File: config.mk
export PLATFORM = sky130hd
export DESIGN_NAME = ps2_set2_scancode_decoder_core_flat
export DESIGN_NICKNAME = d
export VERILOG_FILES = /design/src/rtl/ps2dec_pkg.sv /design/src/rtl/ps2dec_if.sv /design/src/rtl/ps2dec_fsm.sv /design/src/rtl/ps2_set2_scancode_decoder_core.sv /design/src/flat_wrapper.sv
export SDC_FILE = /design/constraint.sdc
export NUM_CORES = 1
export LEC_CHECK = 0
export BUFFER_PORTS_ARGS = -buffer_cell sky130_fd_sc_hd__buf_2
export CORE_MARGIN = 2
export CORE_UTILIZATION = 35
export DETAILED_ROUTE_END_ITERATION = 8
export GPL_TIMING_DRIVEN = 0
export HOLD_SLACK_MARGIN = 0.08
export MAX_ROUTING_LAYER = met4
export REMOVE_ABC_BUFFERS = 1
export SYNTH_ARGS = -nofsm -noshare
export SYNTH_HDL_FRONTEND = slang
export SYNTH_HIERARCHICAL = 1
export SYNTH_SLANG_ARGS = --single-unit
File: constraint.sdc
create_clock -name i_clk -period 4.68 [get_ports i_clk]
set_clock_uncertainty 0.2 [all_clocks]
set_input_delay 0.702 -clock i_clk [delete_from_list [all_inputs] [get_ports i_clk]]
set_output_delay 0.702 -clock i_clk [all_outputs]
set_load 0.02 [all_outputs]
File: src/rtl/ps2dec_pkg.sv
// Package with the shared types and byte codes of the scan code decoder.
package ps2dec_pkg;

    localparam int unsigned ByteWidth    = 8;
    localparam int unsigned TailWidth    = 3;
    localparam int unsigned SpecialWidth = 2;

    localparam logic [ByteWidth-1:0] CodeRelease   = 8'hF0;
    localparam logic [ByteWidth-1:0] CodeExtended  = 8'hE0;
    localparam logic [ByteWidth-1:0] CodePause     = 8'hE1;
    localparam logic [ByteWidth-1:0] CodePrtMake   = 8'h12;
    localparam logic [ByteWidth-1:0] CodePrtBreak  = 8'h7C;

    localparam logic [TailWidth-1:0] PrtMakeTail   = 3'd2;
    localparam logic [TailWidth-1:0] PrtBreakTail  = 3'd3;
    localparam logic [TailWidth-1:0] PauseTail     = 3'd7;

    typedef enum logic [SpecialWidth-1:0] {
        SPECIAL_NONE  = 2'd0,
        SPECIAL_PRINT = 2'd1,
        SPECIAL_PAUSE = 2'd2
    } t_special;

    typedef enum logic [2:0] {
        PH_IDLE      = 3'd0,
        PH_REL       = 3'd1,
        PH_EXT       = 3'd2,
        PH_EXT_REL   = 3'd3,
        PH_PRT_MAKE  = 3'd4,
        PH_PRT_BREAK = 3'd5,
        PH_PAUSE     = 3'd6
    } t_phase;

    typedef struct packed {
        logic [ByteWidth-1:0]    key_byte;
        logic                    extended;
        logic                    released;
        logic [SpecialWidth-1:0] special_key;
    } t_key_event;

endpackage

File: src/rtl/ps2dec_if.sv
// Interfaces for the scan byte input channel and the key event output channel.
interface ps2dec_byte_if
    import ps2dec_pkg::*;
();
    logic                 valid;
    logic                 ready;
    logic [ByteWidth-1:0] scan_byte;

    modport source (output valid, output scan_byte, input ready);
    modport sink (input valid, input scan_byte, output ready);
endinterface

interface ps2dec_event_if
    import ps2dec_pkg::*;
();
    logic                    valid;
    logic                    ready;
    logic [ByteWidth-1:0]    key_byte;
    logic                    extended;
    logic                    released;
    logic [SpecialWidth-1:0] special_key;

    modport source (output valid, output key_byte, output extended, output released,
                    output special_key, input ready);
    modport sink (input valid, input key_byte, input extended, input released,
                  input special_key, output ready);
endinterface

File: src/rtl/ps2dec_fsm.sv
// Prefix tracking state machine that turns one scan byte into at most one key event.
module ps2dec_fsm
    import ps2dec_pkg::*;
(
    input  logic                 i_clk,
    input  logic                 i_rst_n,
    input  logic                 i_step,
    input  logic [ByteWidth-1:0] i_byte,
    output logic                 o_emit,
    output t_key_event           o_event
);

    t_phase               r_phase, n_phase;
    logic [TailWidth-1:0] r_tail, n_tail;
    logic [TailWidth-1:0] tail_inc;

    assign tail_inc = r_tail + 1'b1;

    always_ff @(posedge i_clk) begin
        if (!i_rst_n) begin
            r_phase <= PH_IDLE;
            r_tail  <= '0;
        end else if (i_step) begin
            r_phase <= n_phase;
            r_tail  <= n_tail;
        end
    end

    // Next state.
    always_comb begin
        n_phase = PH_IDLE;
        n_tail  = '0;
        unique case (r_phase)
            PH_REL: begin
            end
            PH_EXT: begin
                if (i_byte == CodeRelease) begin
                    n_phase = PH_EXT_REL;
                    n_tail  = r_tail;
                end else if (i_byte == CodePrtMake) begin
                    n_phase = PH_PRT_MAKE;
                end
            end
            PH_EXT_REL: begin
                if (i_byte == CodePrtBreak) begin
                    n_phase = PH_PRT_BREAK;
                end
            end
            PH_PRT_MAKE: begin
                if (tail_inc < PrtMakeTail) begin
                    n_phase = PH_PRT_MAKE;
                    n_tail  = tail_inc;
                end
            end
            PH_PRT_BREAK: begin
                if (tail_inc < PrtBreakTail) begin
                    n_phase = PH_PRT_BREAK;
                    n_tail  = tail_inc;
                end
            end
            PH_PAUSE: begin
                if (tail_inc != PauseTail) begin
                    n_phase = PH_PAUSE;
                    n_tail  = tail_inc;
                end
            end
            default: begin
                n_tail = r_tail;
                if (i_byte == CodeRelease) begin
                    n_phase = PH_REL;
                end else if (i_byte == CodeExtended) begin
                    n_phase = PH_EXT;
                end else if (i_byte == CodePause) begin
                    n_phase = PH_PAUSE;
                    n_tail  = '0;
                end else begin
                    n_tail = '0;
                end
            end
        endcase
    end

    // Event outputs.
    always_comb begin
        o_emit              = 1'b0;
        o_event.key_byte    = i_byte;
        o_event.extended    = 1'b0;
        o_event.released    = 1'b0;
        o_event.special_key = SPECIAL_NONE;
        unique case (r_phase)
            PH_REL: begin
                o_emit           = 1'b1;
                o_event.released = 1'b1;
            end
            PH_EXT: begin
                o_emit           = (i_byte != CodeRelease) && (i_byte != CodePrtMake);
                o_event.extended = 1'b1;
            end
            PH_EXT_REL: begin
                o_emit           = (i_byte != CodePrtBreak);
                o_event.extended = 1'b1;
                o_event.released = 1'b1;
            end
            PH_PRT_MAKE: begin
                o_emit              = (tail_inc >= PrtMakeTail);
                o_event.key_byte    = '0;
                o_event.extended    = 1'b1;
                o_event.special_key = SPECIAL_PRINT;
            end
            PH_PRT_BREAK: begin
                o_emit              = (tail_inc >= PrtBreakTail);
                o_event.key_byte    = '0;
                o_event.extended    = 1'b1;
                o_event.released    = 1'b1;
                o_event.special_key = SPECIAL_PRINT;
            end
            PH_PAUSE: begin
                o_emit              = (tail_inc == PauseTail);
                o_event.key_byte    = '0;
                o_event.extended    = 1'b1;
                o_event.special_key = SPECIAL_PAUSE;
            end
            default: begin
                o_emit = (i_byte != CodeRelease) && (i_byte != CodeExtended)
                         && (i_byte != CodePause);
            end
        endcase
    end

endmodule

File: src/rtl/ps2_set2_scancode_decoder_core.sv
// Top level of the scan code set 2 decoder: input register, decoder and event register.
// A key event is captured in the event register when the byte that completes its sequence leaves the input register.
// Throughput: one scan byte per cycle whilst the event sink keeps ready high.
// Both sides are decoupled by an input register and an event register on one shared stall.
// Reset is synchronous and active low; it empties both registers and returns the decoder
// to the idle phase with no prefix seen.
module ps2_set2_scancode_decoder_core
    import ps2dec_pkg::*;
(
    input  logic                  i_clk,
    input  logic                  i_rst_n,
    ps2dec_byte_if.sink           i_scan,
    ps2dec_event_if.source        o_event
);

    logic                 r_in_valid;
    logic [ByteWidth-1:0] r_in_byte;
    logic                 r_out_valid;
    t_key_event           r_out_event;
    logic                 advance;
    logic                 step;
    logic                 emit;
    t_key_event           next_event;

    assign advance      = !r_out_valid || o_event.ready;
    assign step         = r_in_valid && advance;
    assign i_scan.ready = !r_in_valid || advance;

    always_ff @(posedge i_clk) begin
        if (!i_rst_n) begin
            r_in_valid <= 1'b0;
        end else if (i_scan.ready) begin
            r_in_valid <= i_scan.valid;
        end
    end

    always_ff @(posedge i_clk) begin
        if (i_scan.ready && i_scan.valid) begin
            r_in_byte <= i_scan.scan_byte;
        end
    end

    ps2dec_fsm u_fsm (
        .i_clk   (i_clk),
        .i_rst_n (i_rst_n),
        .i_step  (step),
        .i_byte  (r_in_byte),
        .o_emit  (emit),
        .o_event (next_event)
    );

    always_ff @(posedge i_clk) begin
        if (!i_rst_n) begin
            r_out_valid <= 1'b0;
        end else if (advance) begin
            r_out_valid <= step && emit;
        end
    end

    always_ff @(posedge i_clk) begin
        if (step && emit) begin
            r_out_event <= next_event;
        end
    end

    assign o_event.valid       = r_out_valid;
    assign o_event.key_byte    = r_out_event.key_byte;
    assign o_event.extended    = r_out_event.extended;
    assign o_event.released    = r_out_event.released;
    assign o_event.special_key = r_out_event.special_key;

endmodule

File: src/flat_wrapper.sv
// flat-port wrapper written by rule: the top's interface ports become plain ports
module ps2_set2_scancode_decoder_core_flat import ps2dec_pkg::*;
  (i_clk, i_rst_n, i_scan_valid, i_scan_scan_byte, i_scan_ready, o_event_valid, o_event_key_byte, o_event_extended, o_event_released, o_event_special_key, o_event_ready);
  ps2dec_byte_if i_scan_i ();
  ps2dec_event_if o_event_i ();
  input  logic i_clk;
  input  logic i_rst_n;
  input wire logic [$bits(i_scan_i.valid)-1:0] i_scan_valid;
  input wire logic [$bits(i_scan_i.scan_byte)-1:0] i_scan_scan_byte;
  output wire logic [$bits(i_scan_i.ready)-1:0] i_scan_ready;
  output wire logic [$bits(o_event_i.valid)-1:0] o_event_valid;
  output wire logic [$bits(o_event_i.key_byte)-1:0] o_event_key_byte;
  output wire logic [$bits(o_event_i.extended)-1:0] o_event_extended;
  output wire logic [$bits(o_event_i.released)-1:0] o_event_released;
  output wire logic [$bits(o_event_i.special_key)-1:0] o_event_special_key;
  input wire logic [$bits(o_event_i.ready)-1:0] o_event_ready;
  assign i_scan_i.valid = i_scan_valid;
  assign i_scan_i.scan_byte = i_scan_scan_byte;
  assign i_scan_ready = i_scan_i.ready;
  assign o_event_valid = o_event_i.valid;
  assign o_event_key_byte = o_event_i.key_byte;
  assign o_event_extended = o_event_i.extended;
  assign o_event_released = o_event_i.released;
  assign o_event_special_key = o_event_i.special_key;
  assign o_event_i.ready = o_event_ready;
  ps2_set2_scancode_decoder_core u_core (.i_clk(i_clk), .i_rst_n(i_rst_n), .i_scan(i_scan_i), .o_event(o_event_i));
endmodule
==> flow_metrics.env <==
export IMPL_core_um2=4030
export IMPL_worst_slew_pin_slew_ns=1.07
export IMPL_maxCapViolCount=0
export IMPL_leakage_nw=0.634
export IMPL_hold_class="reg2reg"
export IMPL_die_area_um2=4740
export IMPL_setup_tns_ns=0
export IMPL_num_antenna_cells=0
export IMPL_power_switching_mw=0.129
export IMPL_gp_congestion=0.940
export IMPL_dp_hpwl_um=2190
export IMPL_htreeDepth=1
export IMPL_worstPathArrival_ns=2.58
export IMPL_cp_slowest_cell="nor2_1"
export IMPL_cts_sinks=28
export IMPL_syn_to_final_growth_pct=15.0
export IMPL_antenna_found_initial=0
export IMPL_start_util=0.365
export IMPL_io_pins=26
export IMPL_status="complete, no violations"
export IMPL_grt_use_total=0.142
export IMPL_clockRootBuffer="clkbuf_8"
export IMPL_cts_hold_fix_buffers=0
export IMPL_synth_edf_count=20
export IMPL_synth_cells=135
export IMPL_layout_drive_gt1_share=0.228
export IMPL_first_pass_iters=4
export IMPL_vias_per_cell=5.28
export IMPL_synthArstFlopShare=0
export IMPL_max_vdd_ir_drop_mv=0.180
export IMPL_setup_viol=0
export IMPL_top_usage_layer="met2"
export IMPL_cp_start_kind="register"
export IMPL_drt_initial_drc_count=54
export IMPL_rsz0062_at_grt="false"
export IMPL_grt_pass1_wl_um=4840
export IMPL_yosysTopAreaCell="edfxtp_1"
export IMPL_power_frac_seq=0.534
export IMPL_yosys_warnings=6
export IMPL_gr_usage_met2=0.227
export IMPL_met3_usage=0.0195
export IMPL_cts_buffers=3
export IMPL_end_kind="register"
export IMPL_worstPathRequired_ns=4.39
export IMPL_dieWidth_um=68.8
export IMPL_power_internal_mw=0.423
export IMPL_worstPathMaxFanout=12
export IMPL_finalNetCount=174
export IMPL_port_buffers=25
export IMPL_syn_cell_area_um2=1470
export IMPL_maxSlewViolCount=0
export IMPL_ant_nets=0
export IMPL_overflow=0
export IMPL_synth_avg_cell_area_um2=10.9
export IMPL_crit_buf_inv=1
export IMPL_clk_pin_slew_ns=0.10
export IMPL_fin_util=0.420
export IMPL_cts_buffer_depth=2
export IMPL_comb_power_share=0.120
export IMPL_finalCritPeriodShare=0.615
export IMPL_yosysSeqAreaShare=0.517
export IMPL_totalWireLength_um=2960
export IMPL_slew_headroom=0.286
export IMPL_p_clk_frac=0.347
export IMPL_cts_tree="built"
export IMPL_max_stage_delay_ns=0.81
export IMPL_swShare=0.234
export IMPL_grt_max_degree=17
export IMPL_yosysTopAreaCellShare=0.408
export IMPL_rows=23
export IMPL_die_y_um=68.8
export IMPL_cp_top_family="simple AND/OR/NAND/NOR gates"
export IMPL_grt_pass1_vias=1041
export IMPL_clk_latency_ns=0.28
export IMPL_wl_per_cell_um=14.2
export IMPL_grtUsageMet1=0.179
export IMPL_min_period_ns=2.88
export IMPL_max_freq_mhz=347
export IMPL_ys_ff_latch=28
export IMPL_crit_chain="inv_1 > ha_1 > o21ai_0 > o21ai_0 > nand4_1 > nand2_1 > nor2_1"
export IMPL_synth_flop_cell="edfxtp_1"
export IMPL_power_density_nw_per_um2=326
export IMPL_ctsResizeCount=0
export IMPL_hold_violations=0
export IMPL_drc=0
export IMPL_path_class="reg2reg"
export IMPL_cts_setup_buffers=0
export IMPL_dr_total_vias=1099
export IMPL_cpMostUsedCell="o21ai_0"
export IMPL_num_fill_cells=410
export IMPL_synthTopCellsByArea="edfxtp_1 41%, dfxtp_1 11%, nor2b_1 3.8%, ha_1 2.6%, nand2_1 2.6%"
export IMPL_yosysUniqueCellTypes=51
-- cell usage after synthesis, types with 2 or more instances --
master    count
nand4_1       3
o31a_1        2
nand3_1       4
a21oi_1       5
o21ai_0       7
inv_1         7
a21boi_1      2
nor2b_1       9
dfxtp_1       8
buf_4         2
o221ai_1      2
and4b_1       2
nor2_1        7
nand4b_1      2
nand2b_1      2
edfxtp_1     20
and3b_1       2
ha_1          3
o22ai_1       2
a41oi_1       2
o21a_1        3
nand2_1      10
-- power by group through the flow --
stage / Clock [mW] / Combinational [mW] / Sequential [mW]
2_1_floorplan: 0 / 0.0361 / 0.306
3_3_place_gp: 0 / 0.0644 / 0.300
3_5_place_dp: 0 / 0.0658 / 0.300
4_1_cts: 0.196 / 0.0660 / 0.295
5_1_grt: 0.206 / 0.0723 / 0.297
6_report: 0.191 / 0.0660 / 0.295
-- worst paths after layout --
kind	slack (ns)	endpoint	startpoint	depth (start not counted)
worst max-delay path	1.80	u_core/o_event.special_key[0]	u_core/u_fsm/r_tail[0]	7
worst min-delay path	0.31	u_core/r_in_valid	u_core/r_in_valid	2
worst max register to register	1.80	u_core/o_event.special_key[0]	u_core/u_fsm/r_tail[0]	7
worst min register to register	0.31	u_core/r_in_valid	u_core/r_in_valid	2
-- area by class of cell --
class,count,area (µm²),share of cell area
clock buffer,3,41.3,0.0244
clock inverter,1,30.0,0.0178
inverter,7,26.3,0.0155
multi-input combinational,94,646,0.382
sequential,28,761,0.450
tap,50,62.6,0.0370
timing repair buffer,25,125,0.0740
-- stage by stage --
step,power [mW],std cells,hold WS (ns),setup slack (ns),instance area (µm²)
after CTS,0.557,208,0.319,1.77,1690
final,0.552,208,0.313,1.80,1690
after floorplan,0.342,129,0.263,2.33,1430
after detailed placement,0.366,204,0.302,1.79,1620
after global routing,0.576,208,0.337,1.58,1690
after global placement,0.364,204,0.277,1.89,1620
-- placed cells by master (no fill, tap or decap), drive strengths merged, types with 2 or more instances in the layout --
cell type / count
o221ai: 2
inv: 7
nand4: 3
nor4b: 2
a41oi: 2
o22ai: 2
nand3: 4
nand2b: 3
buf: 25
o31a: 2
dfxtp: 8
nand4b: 2
ha: 3
o21ai: 8
nor2: 7
o21a: 3
and4b: 2
nand2: 11
and3b: 2
clkbuf: 3
nor2b: 10
a21oi: 6
a21boi: 3
edfxtp: 20
-- tightest hold or removal path, stage by stage, from the launching register on --
cell and delay, ns:
dfxtp_1 0.35, nand2_1 0.07, o21ai_1 0.05
-- kinds of logic after synthesis --
| group | after synthesis | synth area share |
|---|---|---|
| XOR/XNOR | 2 | 0.0119 |
| AND/OR/NAND/NOR | 54 | 0.235 |
| flip-flops | 28 | 0.517 |
| adder cells (fa/ha/maj) | 3 | 0.0255 |
| buffers and inverters | 13 | 0.0442 |
| AO/OA/AOI/OAI | 35 | 0.167 |
-- flip-flops by register name (all words and copies together) (netlist names) --
name / cells
u_core/u_fsm/r_tail: 3
u_core/o_event.released: 1
u_core/o_event.extended: 1
u_core/r_in_byte: 8
u_core/u_fsm/r_phase: 3
u_core/o_event.key_byte: 8
u_core/o_event.valid: 1
u_core/o_event.special_key: 2
u_core/r_in_valid: 1
-- layer usage --
metal  part of all wire  routed length (µm)  up-vias
met2               0.49                1450       30
met5                  0                   0        -
met4              0.024                  71        0
met1               0.44                1310      512
met3              0.042                 123        6
li1                   -                   -      551
No activity file was read; power rests on OpenSTA's default activity.
